$ cat config.mk
export PLATFORM = sky130hd
export DESIGN_NAME = event_bitmap_slicer
export DESIGN_NICKNAME = d
export VERILOG_FILES = /design/src/ebs_pkg.sv /design/src/ebs_pred_eval.sv /design/src/event_bitmap_slicer.sv
export SDC_FILE = /design/constraint.sdc
export NUM_CORES = 1
export LEC_CHECK = 0
export ABC_CLOCK_PERIOD_IN_PS = 21300
export BUFFER_PORTS_ARGS = -buffer_cell sky130_fd_sc_hd__buf_2
export CAP_MARGIN = 25
export CORE_ASPECT_RATIO = 1.1
export CORE_MARGIN = 2
export CORE_UTILIZATION = 35
export CTS_BUF_LIST = sky130_fd_sc_hd__clkbuf_4
export CTS_CLUSTER_DIAMETER = 200
export DETAILED_ROUTE_END_ITERATION = 10
export HOLD_SLACK_MARGIN = 0.06
export SLEW_MARGIN = 40
export SYNTH_ARGS = -nofsm -noshare
export SYNTH_HDL_FRONTEND = slang
export SYNTH_HIERARCHICAL = 1
export SYNTH_SLANG_ARGS = --single-unit
$ cat constraint.sdc
create_clock -name clock -period 21.3 [get_ports clock]
set_clock_uncertainty 0.2 [all_clocks]
set_input_delay 4.26 -clock clock [delete_from_list [all_inputs] [get_ports clock]]
set_output_delay 4.26 -clock clock [all_outputs]
set_load 0.02 [all_outputs]
$ cat src/ebs_pkg.sv
// ----------------------------------------------------------------------------
// ebs_pkg
// Shared types and constants for the event bitmap slicer: field widths,
// predicate layout, register indexes and the result stage phases.
// ----------------------------------------------------------------------------
package ebs_pkg;

   // Default sizing of the slicer
   localparam int DEF_NUM_TYPES = 4;
   localparam int DEF_WORD_BITS = 64;

   // Fixed field widths
   localparam int TS_W      = 32;
   localparam int TYPE_W    = 2;
   localparam int ATTR_W    = 24;
   localparam int WNUM_W    = 24;
   localparam int ANC_W     = 30;
   localparam int CSR_IDX_W = 3;
   localparam int CSR_W     = 64;
   localparam int LEN_W     = 32;

   // Attributes carried by one event
   localparam int NUM_ATTRS  = 4;
   localparam int ATTR_IDX_W = $clog2(NUM_ATTRS);

   // Predicate registers: one per pattern type, two predicates each
   localparam int PRED_REGS    = 4;
   localparam int PRED_IDX_W   = $clog2(PRED_REGS);
   localparam int PRED_W       = 32;
   localparam int PRED_PER_REG = CSR_W / PRED_W;

   // Register indexes of the configuration port
   localparam logic [CSR_IDX_W-1:0] CSR_SLICE_LENGTH = 3'd0;
   localparam logic [CSR_IDX_W-1:0] CSR_TYPE0_PRED   = 3'd1;
   localparam logic [CSR_IDX_W-1:0] CSR_TYPE3_PRED   = 3'd4;

   // Comparison codes of one predicate (code 3 behaves as equal)
   localparam logic [1:0] OP_GT = 2'd0;
   localparam logic [1:0] OP_LT = 2'd1;
   localparam logic [1:0] OP_EQ = 2'd2;

   // Layout of one packed predicate
   typedef struct packed {
      logic              enable;
      logic [1:0]        op;
      logic [1:0]        attr_sel;
      logic [2:0]        spare;
      logic [ATTR_W-1:0] threshold;
   } pred_type;

   // Attribute vector handed to the predicate evaluator
   typedef logic [NUM_ATTRS-1:0][ATTR_W-1:0] attr_vec_type;

   // Phases of the result stage
   typedef enum logic [1:0] {
      PH_IDLE,
      PH_UPDATE,
      PH_WORDS,
      PH_ANCHOR
   } phase_type;

endpackage

$ cat src/ebs_pred_eval.sv
// ----------------------------------------------------------------------------
// ebs_pred_eval
// Evaluates the two packed predicates of one type register against the
// attributes of an event; passes when every enabled predicate holds.
// ----------------------------------------------------------------------------
module ebs_pred_eval
   import ebs_pkg::*;
(
   input  logic [CSR_W-1:0] pred_word,
   input  attr_vec_type     attrs,
   output logic             pred_pass
);

   // Check both predicates side by side
   always_comb begin
      pred_type                 pred;
      logic signed [ATTR_W-1:0] value;
      logic signed [ATTR_W-1:0] thresh;
      logic                     holds;
      pred_pass = 1'b1;
      for (int h = 0; h < PRED_PER_REG; h++) begin
         pred   = pred_type'(pred_word[h*PRED_W +: PRED_W]);
         value  = $signed(attrs[ATTR_IDX_W'(pred.attr_sel % NUM_ATTRS)]);
         thresh = $signed(pred.threshold);
         case (pred.op)
            OP_GT:   holds = (value > thresh);
            OP_LT:   holds = (value < thresh);
            OP_EQ:   holds = (value == thresh);
            default: holds = (value == thresh);
         endcase
         if (pred.enable && !holds) begin
            pred_pass = 1'b0;
         end
      end
   end

endmodule

$ cat src/event_bitmap_slicer.sv
// ----------------------------------------------------------------------------
// event_bitmap_slicer
// Slices a timestamped event stream into per-type bitmap words, one bit per
// time slice, and reports anchor events with their absolute position.
// ----------------------------------------------------------------------------
// Usage:
//   req_* carries one event (or a flush when req_func is set) per transaction
//   under valid/ready. rsp_* returns bitmap words and anchor records, one per
//   transaction; rsp_last marks the final result of an input transaction.
//   csr_we writes register csr_index (0 slice length, 1..4 type predicates).
// Timing:
//   An anchor record goes from the held transaction into the result register
//   once that register is free. Events without a word burst follow back to
//   back while any anchor record can be handed over. A word burst (full word
//   or flush) sends one word per type, then any anchor record, one word per
//   cycle while the result register is free. The type word memory has a
//   registered read port; a write to the entry being read is forwarded.
// Reset: clears slice start, bit position and word counter, marks every type
//   word empty, sets slice length to 1 and predicates to 0.
// Stall: the result register holds until rsp_ready; req_ready drops while a
//   word burst is in progress and while the result stage has a result it
//   cannot hand over.
// ----------------------------------------------------------------------------
module event_bitmap_slicer
   import ebs_pkg::*;
#(
   parameter int NUM_TYPES = DEF_NUM_TYPES,
   parameter int WORD_BITS = DEF_WORD_BITS
)
(
   input  logic                        clock,
   input  logic                        reset,
   // event channel
   input  logic                        req_valid,
   output logic                        req_ready,
   input  logic                        req_func,
   input  logic [TS_W-1:0]             req_timestamp,
   input  logic                        req_type_known,
   input  logic [TYPE_W-1:0]           req_type_index,
   input  logic signed [ATTR_W-1:0]    req_attr_a,
   input  logic signed [ATTR_W-1:0]    req_attr_b,
   input  logic signed [ATTR_W-1:0]    req_attr_c,
   input  logic signed [ATTR_W-1:0]    req_attr_d,
   // result channel
   output logic                        rsp_valid,
   input  logic                        rsp_ready,
   output logic                        rsp_kind,
   output logic [TYPE_W-1:0]           rsp_word_type,
   output logic [WNUM_W-1:0]           rsp_word_number,
   output logic [WORD_BITS-1:0]        rsp_bitmap_word,
   output logic [ANC_W-1:0]            rsp_anchor_position,
   output logic [TS_W-1:0]             rsp_anchor_time,
   output logic                        rsp_last,
   // configuration
   input  logic                        csr_we,
   input  logic [CSR_IDX_W-1:0]        csr_index,
   input  logic [CSR_W-1:0]            csr_wdata
);

   localparam int POS_W  = $clog2(WORD_BITS);
   localparam int TIDX_W = (NUM_TYPES > 1) ? $clog2(NUM_TYPES) : 1;
   localparam logic [TIDX_W-1:0] LAST_TYPE = TIDX_W'(NUM_TYPES - 1);
   localparam logic [POS_W-1:0]  LAST_POS  = POS_W'(WORD_BITS - 1);

   // Configuration registers
   logic [LEN_W-1:0] len_ff;
   logic [CSR_W-1:0] pred_ff [PRED_REGS];

   // Slice tracking
   logic [TS_W-1:0]   ss_ff, ss_in;
   logic [POS_W-1:0]  bp_ff, bp_in;
   logic [WNUM_W-1:0] wc_ff, wc_in;

   // Result stage
   phase_type         phase_ff, phase_in;
   logic [TIDX_W-1:0] step_ff, step_in;
   logic              s1_set_ff;
   logic              s1_anchor_ff;
   logic [TIDX_W-1:0] s1_type_ff;
   logic [POS_W-1:0]  s1_pos_ff;
   logic [WNUM_W-1:0] s1_wnum_ff;
   logic [WNUM_W-1:0] s1_awc_ff;
   logic [TS_W-1:0]   s1_ts_ff;

   // Type word memory and its read port
   logic [WORD_BITS-1:0] mem_ram [NUM_TYPES];
   logic [WORD_BITS-1:0] mem_rdata_ff;
   logic [TIDX_W-1:0]    mem_raddr, mem_raddr_ff;
   logic                 mem_we;
   logic [TIDX_W-1:0]    mem_waddr;
   logic [WORD_BITS-1:0] mem_wdata;
   logic                 byp_ff;
   logic [WORD_BITS-1:0] byp_data_ff;
   logic [NUM_TYPES-1:0] valid_ff, valid_in;
   logic                 clear_all;
   logic [WORD_BITS-1:0] rd_word;

   // Result register
   logic                 rsp_valid_ff;
   logic                 rsp_kind_ff, rsp_kind_in;
   logic [TYPE_W-1:0]    rsp_wtype_ff, rsp_wtype_in;
   logic [WNUM_W-1:0]    rsp_wnum_ff, rsp_wnum_in;
   logic [WORD_BITS-1:0] rsp_word_ff, rsp_word_in;
   logic [ANC_W-1:0]     rsp_apos_ff, rsp_apos_in;
   logic [TS_W-1:0]      rsp_atime_ff, rsp_atime_in;
   logic                 rsp_last_ff, rsp_last_in;

   // Accept side
   logic                 in_acc;
   logic [TS_W:0]        slice_end;
   logic                 ts_adv;
   logic                 acc_burst;
   logic                 acc_set;
   logic                 acc_anchor;
   logic                 type_ok;
   logic                 pred_pass;
   attr_vec_type         attr_vec;
   logic [TIDX_W-1:0]    acc_type;

   // Stage control
   logic                 out_ok;
   logic                 fire;
   logic                 s1_done;
   logic                 out_load;
   logic                 step_adv;
   logic                 last_step;
   logic [WORD_BITS-1:0] bit_mask;
   logic [ANC_W-1:0]     anc_pos;

   // ------------------------------------------------------------------------
   // Configuration writes
   // ------------------------------------------------------------------------
   always_ff @(posedge clock) begin
      if (reset) begin
         len_ff <= LEN_W'(1);
         for (int i = 0; i < PRED_REGS; i++) begin
            pred_ff[i] <= '0;
         end
      end else if (csr_we) begin
         if (csr_index == CSR_SLICE_LENGTH) begin
            len_ff <= csr_wdata[LEN_W-1:0];
         end else if (csr_index inside {[CSR_TYPE0_PRED:CSR_TYPE3_PRED]}) begin
            pred_ff[PRED_IDX_W'(csr_index - CSR_TYPE0_PRED)] <= csr_wdata;
         end
      end
   end

   // ------------------------------------------------------------------------
   // Predicate check of the incoming event
   // ------------------------------------------------------------------------
   assign attr_vec[0] = req_attr_a;
   assign attr_vec[1] = req_attr_b;
   assign attr_vec[2] = req_attr_c;
   assign attr_vec[3] = req_attr_d;

   ebs_pred_eval u_pred_eval (
      .pred_word (pred_ff[PRED_IDX_W'(req_type_index)]),
      .attrs     (attr_vec),
      .pred_pass (pred_pass)
   );

   assign type_ok    = (int'(req_type_index) < NUM_TYPES);
   assign acc_set    = !req_func && req_type_known && type_ok && pred_pass;
   assign acc_anchor = acc_set && (req_type_index == '0);
   assign acc_type   = acc_set ? TIDX_W'(req_type_index) : '0;

   // ------------------------------------------------------------------------
   // Slice advance on each accepted transaction
   // ------------------------------------------------------------------------
   assign in_acc    = req_valid && req_ready;
   assign slice_end = {1'b0, ss_ff} + {1'b0, len_ff};
   assign ts_adv    = ({1'b0, req_timestamp} >= slice_end);
   assign acc_burst = req_func || (ts_adv && (bp_ff == LAST_POS));

   always_comb begin
      ss_in = ss_ff;
      bp_in = bp_ff;
      wc_in = wc_ff;
      if (req_func) begin
         bp_in = '0;
         wc_in = wc_ff + WNUM_W'(1);
      end else if (ts_adv) begin
         if (bp_ff == LAST_POS) begin
            bp_in = '0;
            wc_in = wc_ff + WNUM_W'(1);
            ss_in = req_timestamp;
         end else begin
            bp_in = bp_ff + POS_W'(1);
            ss_in = ss_ff + len_ff;
         end
      end
   end

   always_ff @(posedge clock) begin
      if (reset) begin
         ss_ff <= '0;
         bp_ff <= '0;
         wc_ff <= '0;
      end else if (in_acc) begin
         ss_ff <= ss_in;
         bp_ff <= bp_in;
         wc_ff <= wc_in;
      end
   end

   // Hold the transaction for the result stage
   always_ff @(posedge clock) begin
      if (in_acc) begin
         s1_set_ff    <= acc_set;
         s1_anchor_ff <= acc_anchor;
         s1_type_ff   <= acc_type;
         s1_pos_ff    <= bp_in;
         s1_wnum_ff   <= wc_ff;
         s1_awc_ff    <= wc_in;
         s1_ts_ff     <= req_timestamp;
      end
   end

   // ------------------------------------------------------------------------
   // Type word memory: registered read, forward a same-entry write
   // ------------------------------------------------------------------------
   always_comb begin
      if (in_acc) begin
         mem_raddr = acc_burst ? '0 : acc_type;
      end else if (step_adv) begin
         mem_raddr = step_ff + TIDX_W'(1);
      end else if (phase_ff == PH_WORDS) begin
         mem_raddr = step_ff;
      end else begin
         mem_raddr = s1_type_ff;
      end
   end

   always_ff @(posedge clock) begin
      if (mem_we) begin
         mem_ram[mem_waddr] <= mem_wdata;
      end
      mem_rdata_ff <= mem_ram[mem_raddr];
      mem_raddr_ff <= mem_raddr;
      byp_data_ff  <= mem_wdata;
   end

   always_ff @(posedge clock) begin
      if (reset) begin
         byp_ff   <= 1'b0;
         valid_ff <= '0;
      end else begin
         byp_ff   <= mem_we && (mem_waddr == mem_raddr);
         valid_ff <= valid_in;
      end
   end

   // Drop all words on a burst, mark an entry once written
   always_comb begin
      valid_in = valid_ff;
      if (clear_all) begin
         valid_in = '0;
      end
      if (mem_we) begin
         valid_in[mem_waddr] = 1'b1;
      end
   end

   assign rd_word = byp_ff ? byp_data_ff :
                    (valid_ff[mem_raddr_ff] ? mem_rdata_ff : '0);

   assign bit_mask = {{(WORD_BITS-1){1'b0}}, 1'b1} << (LAST_POS - s1_pos_ff);
   assign anc_pos  = ANC_W'(ANC_W'(s1_awc_ff) * ANC_W'(WORD_BITS)) + ANC_W'(s1_pos_ff);

   // ------------------------------------------------------------------------
   // Result stage: next phase
   // ------------------------------------------------------------------------
   always_comb begin
      phase_in = phase_ff;
      if (in_acc) begin
         phase_in = acc_burst ? PH_WORDS : PH_UPDATE;
      end else if (s1_done) begin
         phase_in = PH_IDLE;
      end else if (phase_ff == PH_WORDS && fire && last_step) begin
         phase_in = PH_ANCHOR;
      end
   end

   always_comb begin
      step_in = step_ff;
      if (in_acc) begin
         step_in = '0;
      end else if (step_adv) begin
         step_in = step_ff + TIDX_W'(1);
      end
   end

   always_ff @(posedge clock) begin
      if (reset) begin
         phase_ff <= PH_IDLE;
         step_ff  <= '0;
      end else begin
         phase_ff <= phase_in;
         step_ff  <= step_in;
      end
   end

   // ------------------------------------------------------------------------
   // Result stage: outputs, memory writes and result fields
   // ------------------------------------------------------------------------
   assign out_ok    = !rsp_valid_ff || rsp_ready;
   assign last_step = (step_ff == LAST_TYPE);
   assign req_ready = (phase_ff == PH_IDLE) || s1_done;

   always_comb begin
      fire         = 1'b0;
      s1_done      = 1'b0;
      out_load     = 1'b0;
      step_adv     = 1'b0;
      clear_all    = 1'b0;
      mem_we       = 1'b0;
      mem_waddr    = s1_type_ff;
      mem_wdata    = rd_word | bit_mask;
      rsp_kind_in  = 1'b1;
      rsp_wtype_in = '0;
      rsp_wnum_in  = '0;
      rsp_word_in  = '0;
      rsp_apos_in  = anc_pos;
      rsp_atime_in = s1_ts_ff;
      rsp_last_in  = 1'b1;
      case (phase_ff)
         PH_UPDATE: begin
            fire     = s1_anchor_ff ? out_ok : 1'b1;
            s1_done  = fire;
            out_load = fire && s1_anchor_ff;
            mem_we   = fire && s1_set_ff;
         end
         PH_WORDS: begin
            fire         = out_ok;
            out_load     = fire;
            step_adv     = fire && !last_step;
            s1_done      = fire && last_step && !s1_anchor_ff;
            clear_all    = fire && last_step;
            mem_we       = fire && last_step && s1_set_ff;
            mem_wdata    = bit_mask;
            rsp_kind_in  = 1'b0;
            rsp_wtype_in = TYPE_W'(step_ff);
            rsp_wnum_in  = s1_wnum_ff;
            rsp_word_in  = rd_word;
            rsp_apos_in  = '0;
            rsp_atime_in = '0;
            rsp_last_in  = last_step && !s1_anchor_ff;
         end
         PH_ANCHOR: begin
            fire     = out_ok;
            out_load = fire;
            s1_done  = fire;
         end
         default: begin
            fire = 1'b0;
         end
      endcase
   end

   // Result register parts the two channels
   always_ff @(posedge clock) begin
      if (reset) begin
         rsp_valid_ff <= 1'b0;
      end else if (out_load) begin
         rsp_valid_ff <= 1'b1;
      end else if (rsp_ready) begin
         rsp_valid_ff <= 1'b0;
      end
   end

   always_ff @(posedge clock) begin
      if (out_load) begin
         rsp_kind_ff  <= rsp_kind_in;
         rsp_wtype_ff <= rsp_wtype_in;
         rsp_wnum_ff  <= rsp_wnum_in;
         rsp_word_ff  <= rsp_word_in;
         rsp_apos_ff  <= rsp_apos_in;
         rsp_atime_ff <= rsp_atime_in;
         rsp_last_ff  <= rsp_last_in;
      end
   end

   assign rsp_valid           = rsp_valid_ff;
   assign rsp_kind            = rsp_kind_ff;
   assign rsp_word_type       = rsp_wtype_ff;
   assign rsp_word_number     = rsp_wnum_ff;
   assign rsp_bitmap_word     = rsp_word_ff;
   assign rsp_anchor_position = rsp_apos_ff;
   assign rsp_anchor_time     = rsp_atime_ff;
   assign rsp_last            = rsp_last_ff;

endmodule

==> impl_metrics.env <==
export IMPL_grt_pass1_vias=27300
export IMPL_slew_violations=0
export IMPL_vias=26700
export IMPL_grt_pass1_wl_um=160000
export IMPL_critPathTopFamily="multiplexers"
export IMPL_cts_max_level=5
export IMPL_period_needed_ns=9.91
export IMPL_ant_nets=0
export IMPL_clk_pin_slew_ns=0.06
export IMPL_max_stage_delay_ns=1.03
export IMPL_overflow=0
export IMPL_critPathLaunchType="primary input"
export IMPL_cts_num_sinks=966
export IMPL_layout_nets=3940
export IMPL_clk_latency_ns=1.18
export IMPL_worst_setup_path_end_kind="flop"
export IMPL_cts_root_buf="clkbuf_4"
export IMPL_regToRegEndpoint="mem_rdata_ff[41]$_DFF_P_"
export IMPL_syn_cell_area_um2=41800
export IMPL_grt_busiest_layer="met2"
export IMPL_cp_depth=16
export IMPL_hold_viol=0
export IMPL_wl_um=105000
export IMPL_tns_ns=0
export IMPL_cts_setup_buffers=0
export IMPL_p_leak_nw=19.0
export IMPL_reg2reg_setup_slack_ns=14.11
export IMPL_crit_slowest_cell="mux4_4"
export IMPL_use_met2_pct=29.1
export IMPL_ir_worst_vdd_uv=40.8
export IMPL_start_util_pct=35.4
export IMPL_cts_buffers=278
export IMPL_setup_viol=0
export IMPL_rsz0062_at_grt="no"
export IMPL_cts_tree="built"
export IMPL_met1_usage_pct=20.4
export IMPL_grt_use_met3_pct=5.01
export IMPL_fmax_mhz=101
export IMPL_startpoint="req_type_index[0]"
export IMPL_r2r_start="ss_ff[0]$_SDFFE_PP0P_"
export IMPL_hpwl_um=65300
export IMPL_fp_dieW_um=333
export IMPL_io_pins=360
export IMPL_cp_cell_sequence="buf_4 > mux4_4 > mux4_2 > ha_1 > nand3_2 > or4_4 > a211oi_1 > o22a_1 > nor2_1 > a32oi_1 > nand2_1 > nor2_1 > and2_1 > a32o_4 > buf_4 > mux2i_1"
export IMPL_cp_endpoint="mem_rdata_ff[41]$_DFF_P_"
export IMPL_cts_buffer_depth=4
export IMPL_layout_common_cells="732 x edfxtp_1, 417 x clkbuf_4, 354 x buf_2"
export IMPL_drive_gt1_share_pct=25.6
export IMPL_viasPerCell=4.98
export IMPL_cts_resized=0
export IMPL_synth_nets=3438
export IMPL_worstPathMaxFanout=37
export IMPL_ff2ff_path_depth=23
export IMPL_grt_max_degree=135
export IMPL_cp_num_buf_inv=2
export IMPL_numPortBuffers=356
export IMPL_crit_required_ns=22.10
export IMPL_num_rows=132
export IMPL_drt_pass1_iter_count=5
export IMPL_worstSetupPathType="in -> reg"
export IMPL_dieArea_um2=122000
export IMPL_syn_area_per_cell_um2=13.4
export IMPL_routabilityCongestion=0.838
export IMPL_maxCapViolCount=0
export IMPL_fin_crit_sh_pct=46.5
export IMPL_ys_warn_count=6
export IMPL_worst_slew_pin_slew_ns=0.790
export IMPL_mostFrequentLayoutCell="edfxtp_1"
export IMPL_powerDensity_nw_per_um2=88.0
export IMPL_core_area_um2=118000
export IMPL_status="finished, final reports clean"
export IMPL_fin_util_pct=41.3
export IMPL_track_usage_pct=17.1
export IMPL_hold_path_class="reg -> reg"
export IMPL_maxSlewHeadroom_pct=47.3
export IMPL_area_delta_synth_final_pct=16.8
export IMPL_hold_buffers=0
export IMPL_syn_inst=3112
export IMPL_drc=0
export IMPL_drt_wirelength_per_cell_um=19.5
export IMPL_crit_arrival_ns=10.71
export IMPL_drt_iter0_markers=1639
export IMPL_antenna_found_initial=30
export IMPL_die_height_um=366
## metal layers
layer,part of all wire (%),up-vias
li1,-,12600
met1,41,13100
met2,50,807
met3,6.6,198
met4,2.4,26
met5,0.15,-
## power by group
group	internal, W	switching, W
sequential	0.00212	0.0000302
clock	0.000937	0.000752
combinational	0.000177	0.000272
total	0.00323	0.00105
## registers in the layout, summed over array words and instances (netlist names), 2 cells and up
name and cells:
rsp_anchor_position 30, s1_pos_ff 6, mem_rdata_ff 64, wc_ff 24, rsp_word_type 2, s1_ts_ff 32
phase_ff 2, rsp_word_number 24, rsp_bitmap_word 64, ss_ff 32, bp_ff 6, mem_ram 256
rsp_anchor_time 32, mem_waddr 2, s1_awc_ff 24, s1_wnum_ff 24, pred_ff 232, step_ff 2
byp_data_ff 64, valid_ff 4, len_ff 32, mem_raddr_ff 2
## area by class of cell
| cell class | instances | area [µm²] |
|---|---|---|
| Multi-Input combinational cell | 1904 | 14200 |
| Antenna cell | 14 | 35.0 |
| Sequential cell | 966 | 26700 |
| Timing Repair Buffer | 394 | 2250 |
| Clock inverter | 53 | 313 |
| Clock buffer | 417 | 3130 |
| Fill cell | 11200 | 69300 |
| Tap cell | 1541 | 1930 |
| Inverter | 70 | 267 |
## through the flow
stage,total power [W],hold slack (ns),cells,area (µm²),setup slack [ns]
6_report,0.00429,0.262,5359,48800,11.39
5_1_grt,0.00451,0.281,5357,48700,11.12
4_1_cts,0.00436,0.263,5343,48700,11.48
3_5_place_dp,0.00264,0.256,4873,45200,10.19
3_3_place_gp,0.00263,0.248,4868,45100,10.19
2_1_floorplan,0.00250,0.236,3112,41800,5.47
## how the worst min path moves through the flow
stage                            from                      to  slack [ns]  cells after the start
3_5_place_dp   len_ff[8]$_SDFFE_PP0P_  len_ff[8]$_SDFFE_PP0P_        0.26                      2
2_1_floorplan  ss_ff[17]$_SDFFE_PP0P_  ss_ff[17]$_SDFFE_PP0P_        0.24                      2
6_report       len_ff[8]$_SDFFE_PP0P_  len_ff[8]$_SDFFE_PP0P_        0.26                      2
5_1_grt        len_ff[8]$_SDFFE_PP0P_  len_ff[8]$_SDFFE_PP0P_        0.28                      2
4_1_cts        len_ff[8]$_SDFFE_PP0P_  len_ff[8]$_SDFFE_PP0P_        0.26                      2
3_3_place_gp    ss_ff[2]$_SDFFE_PP0P_   ss_ff[2]$_SDFFE_PP0P_        0.25                      2
## worst register-to-register path, delay by kind of cell, from the launching register on
| family | cells | cell delay (ns) |
|---|---|---|
| AOI/OAI and AO/OA | 10 | 2.81 |
| xor gates and xnor gates | 1 | 0.13 |
| adders and majority gates | 3 | 0.97 |
| buffers and inverters | 1 | 0.79 |
| DFF | 1 | 0.32 |
| muxes | 1 | 0.31 |
| and+or+nand+nor | 7 | 1.49 |
Power figures use the tool's default switching activity.
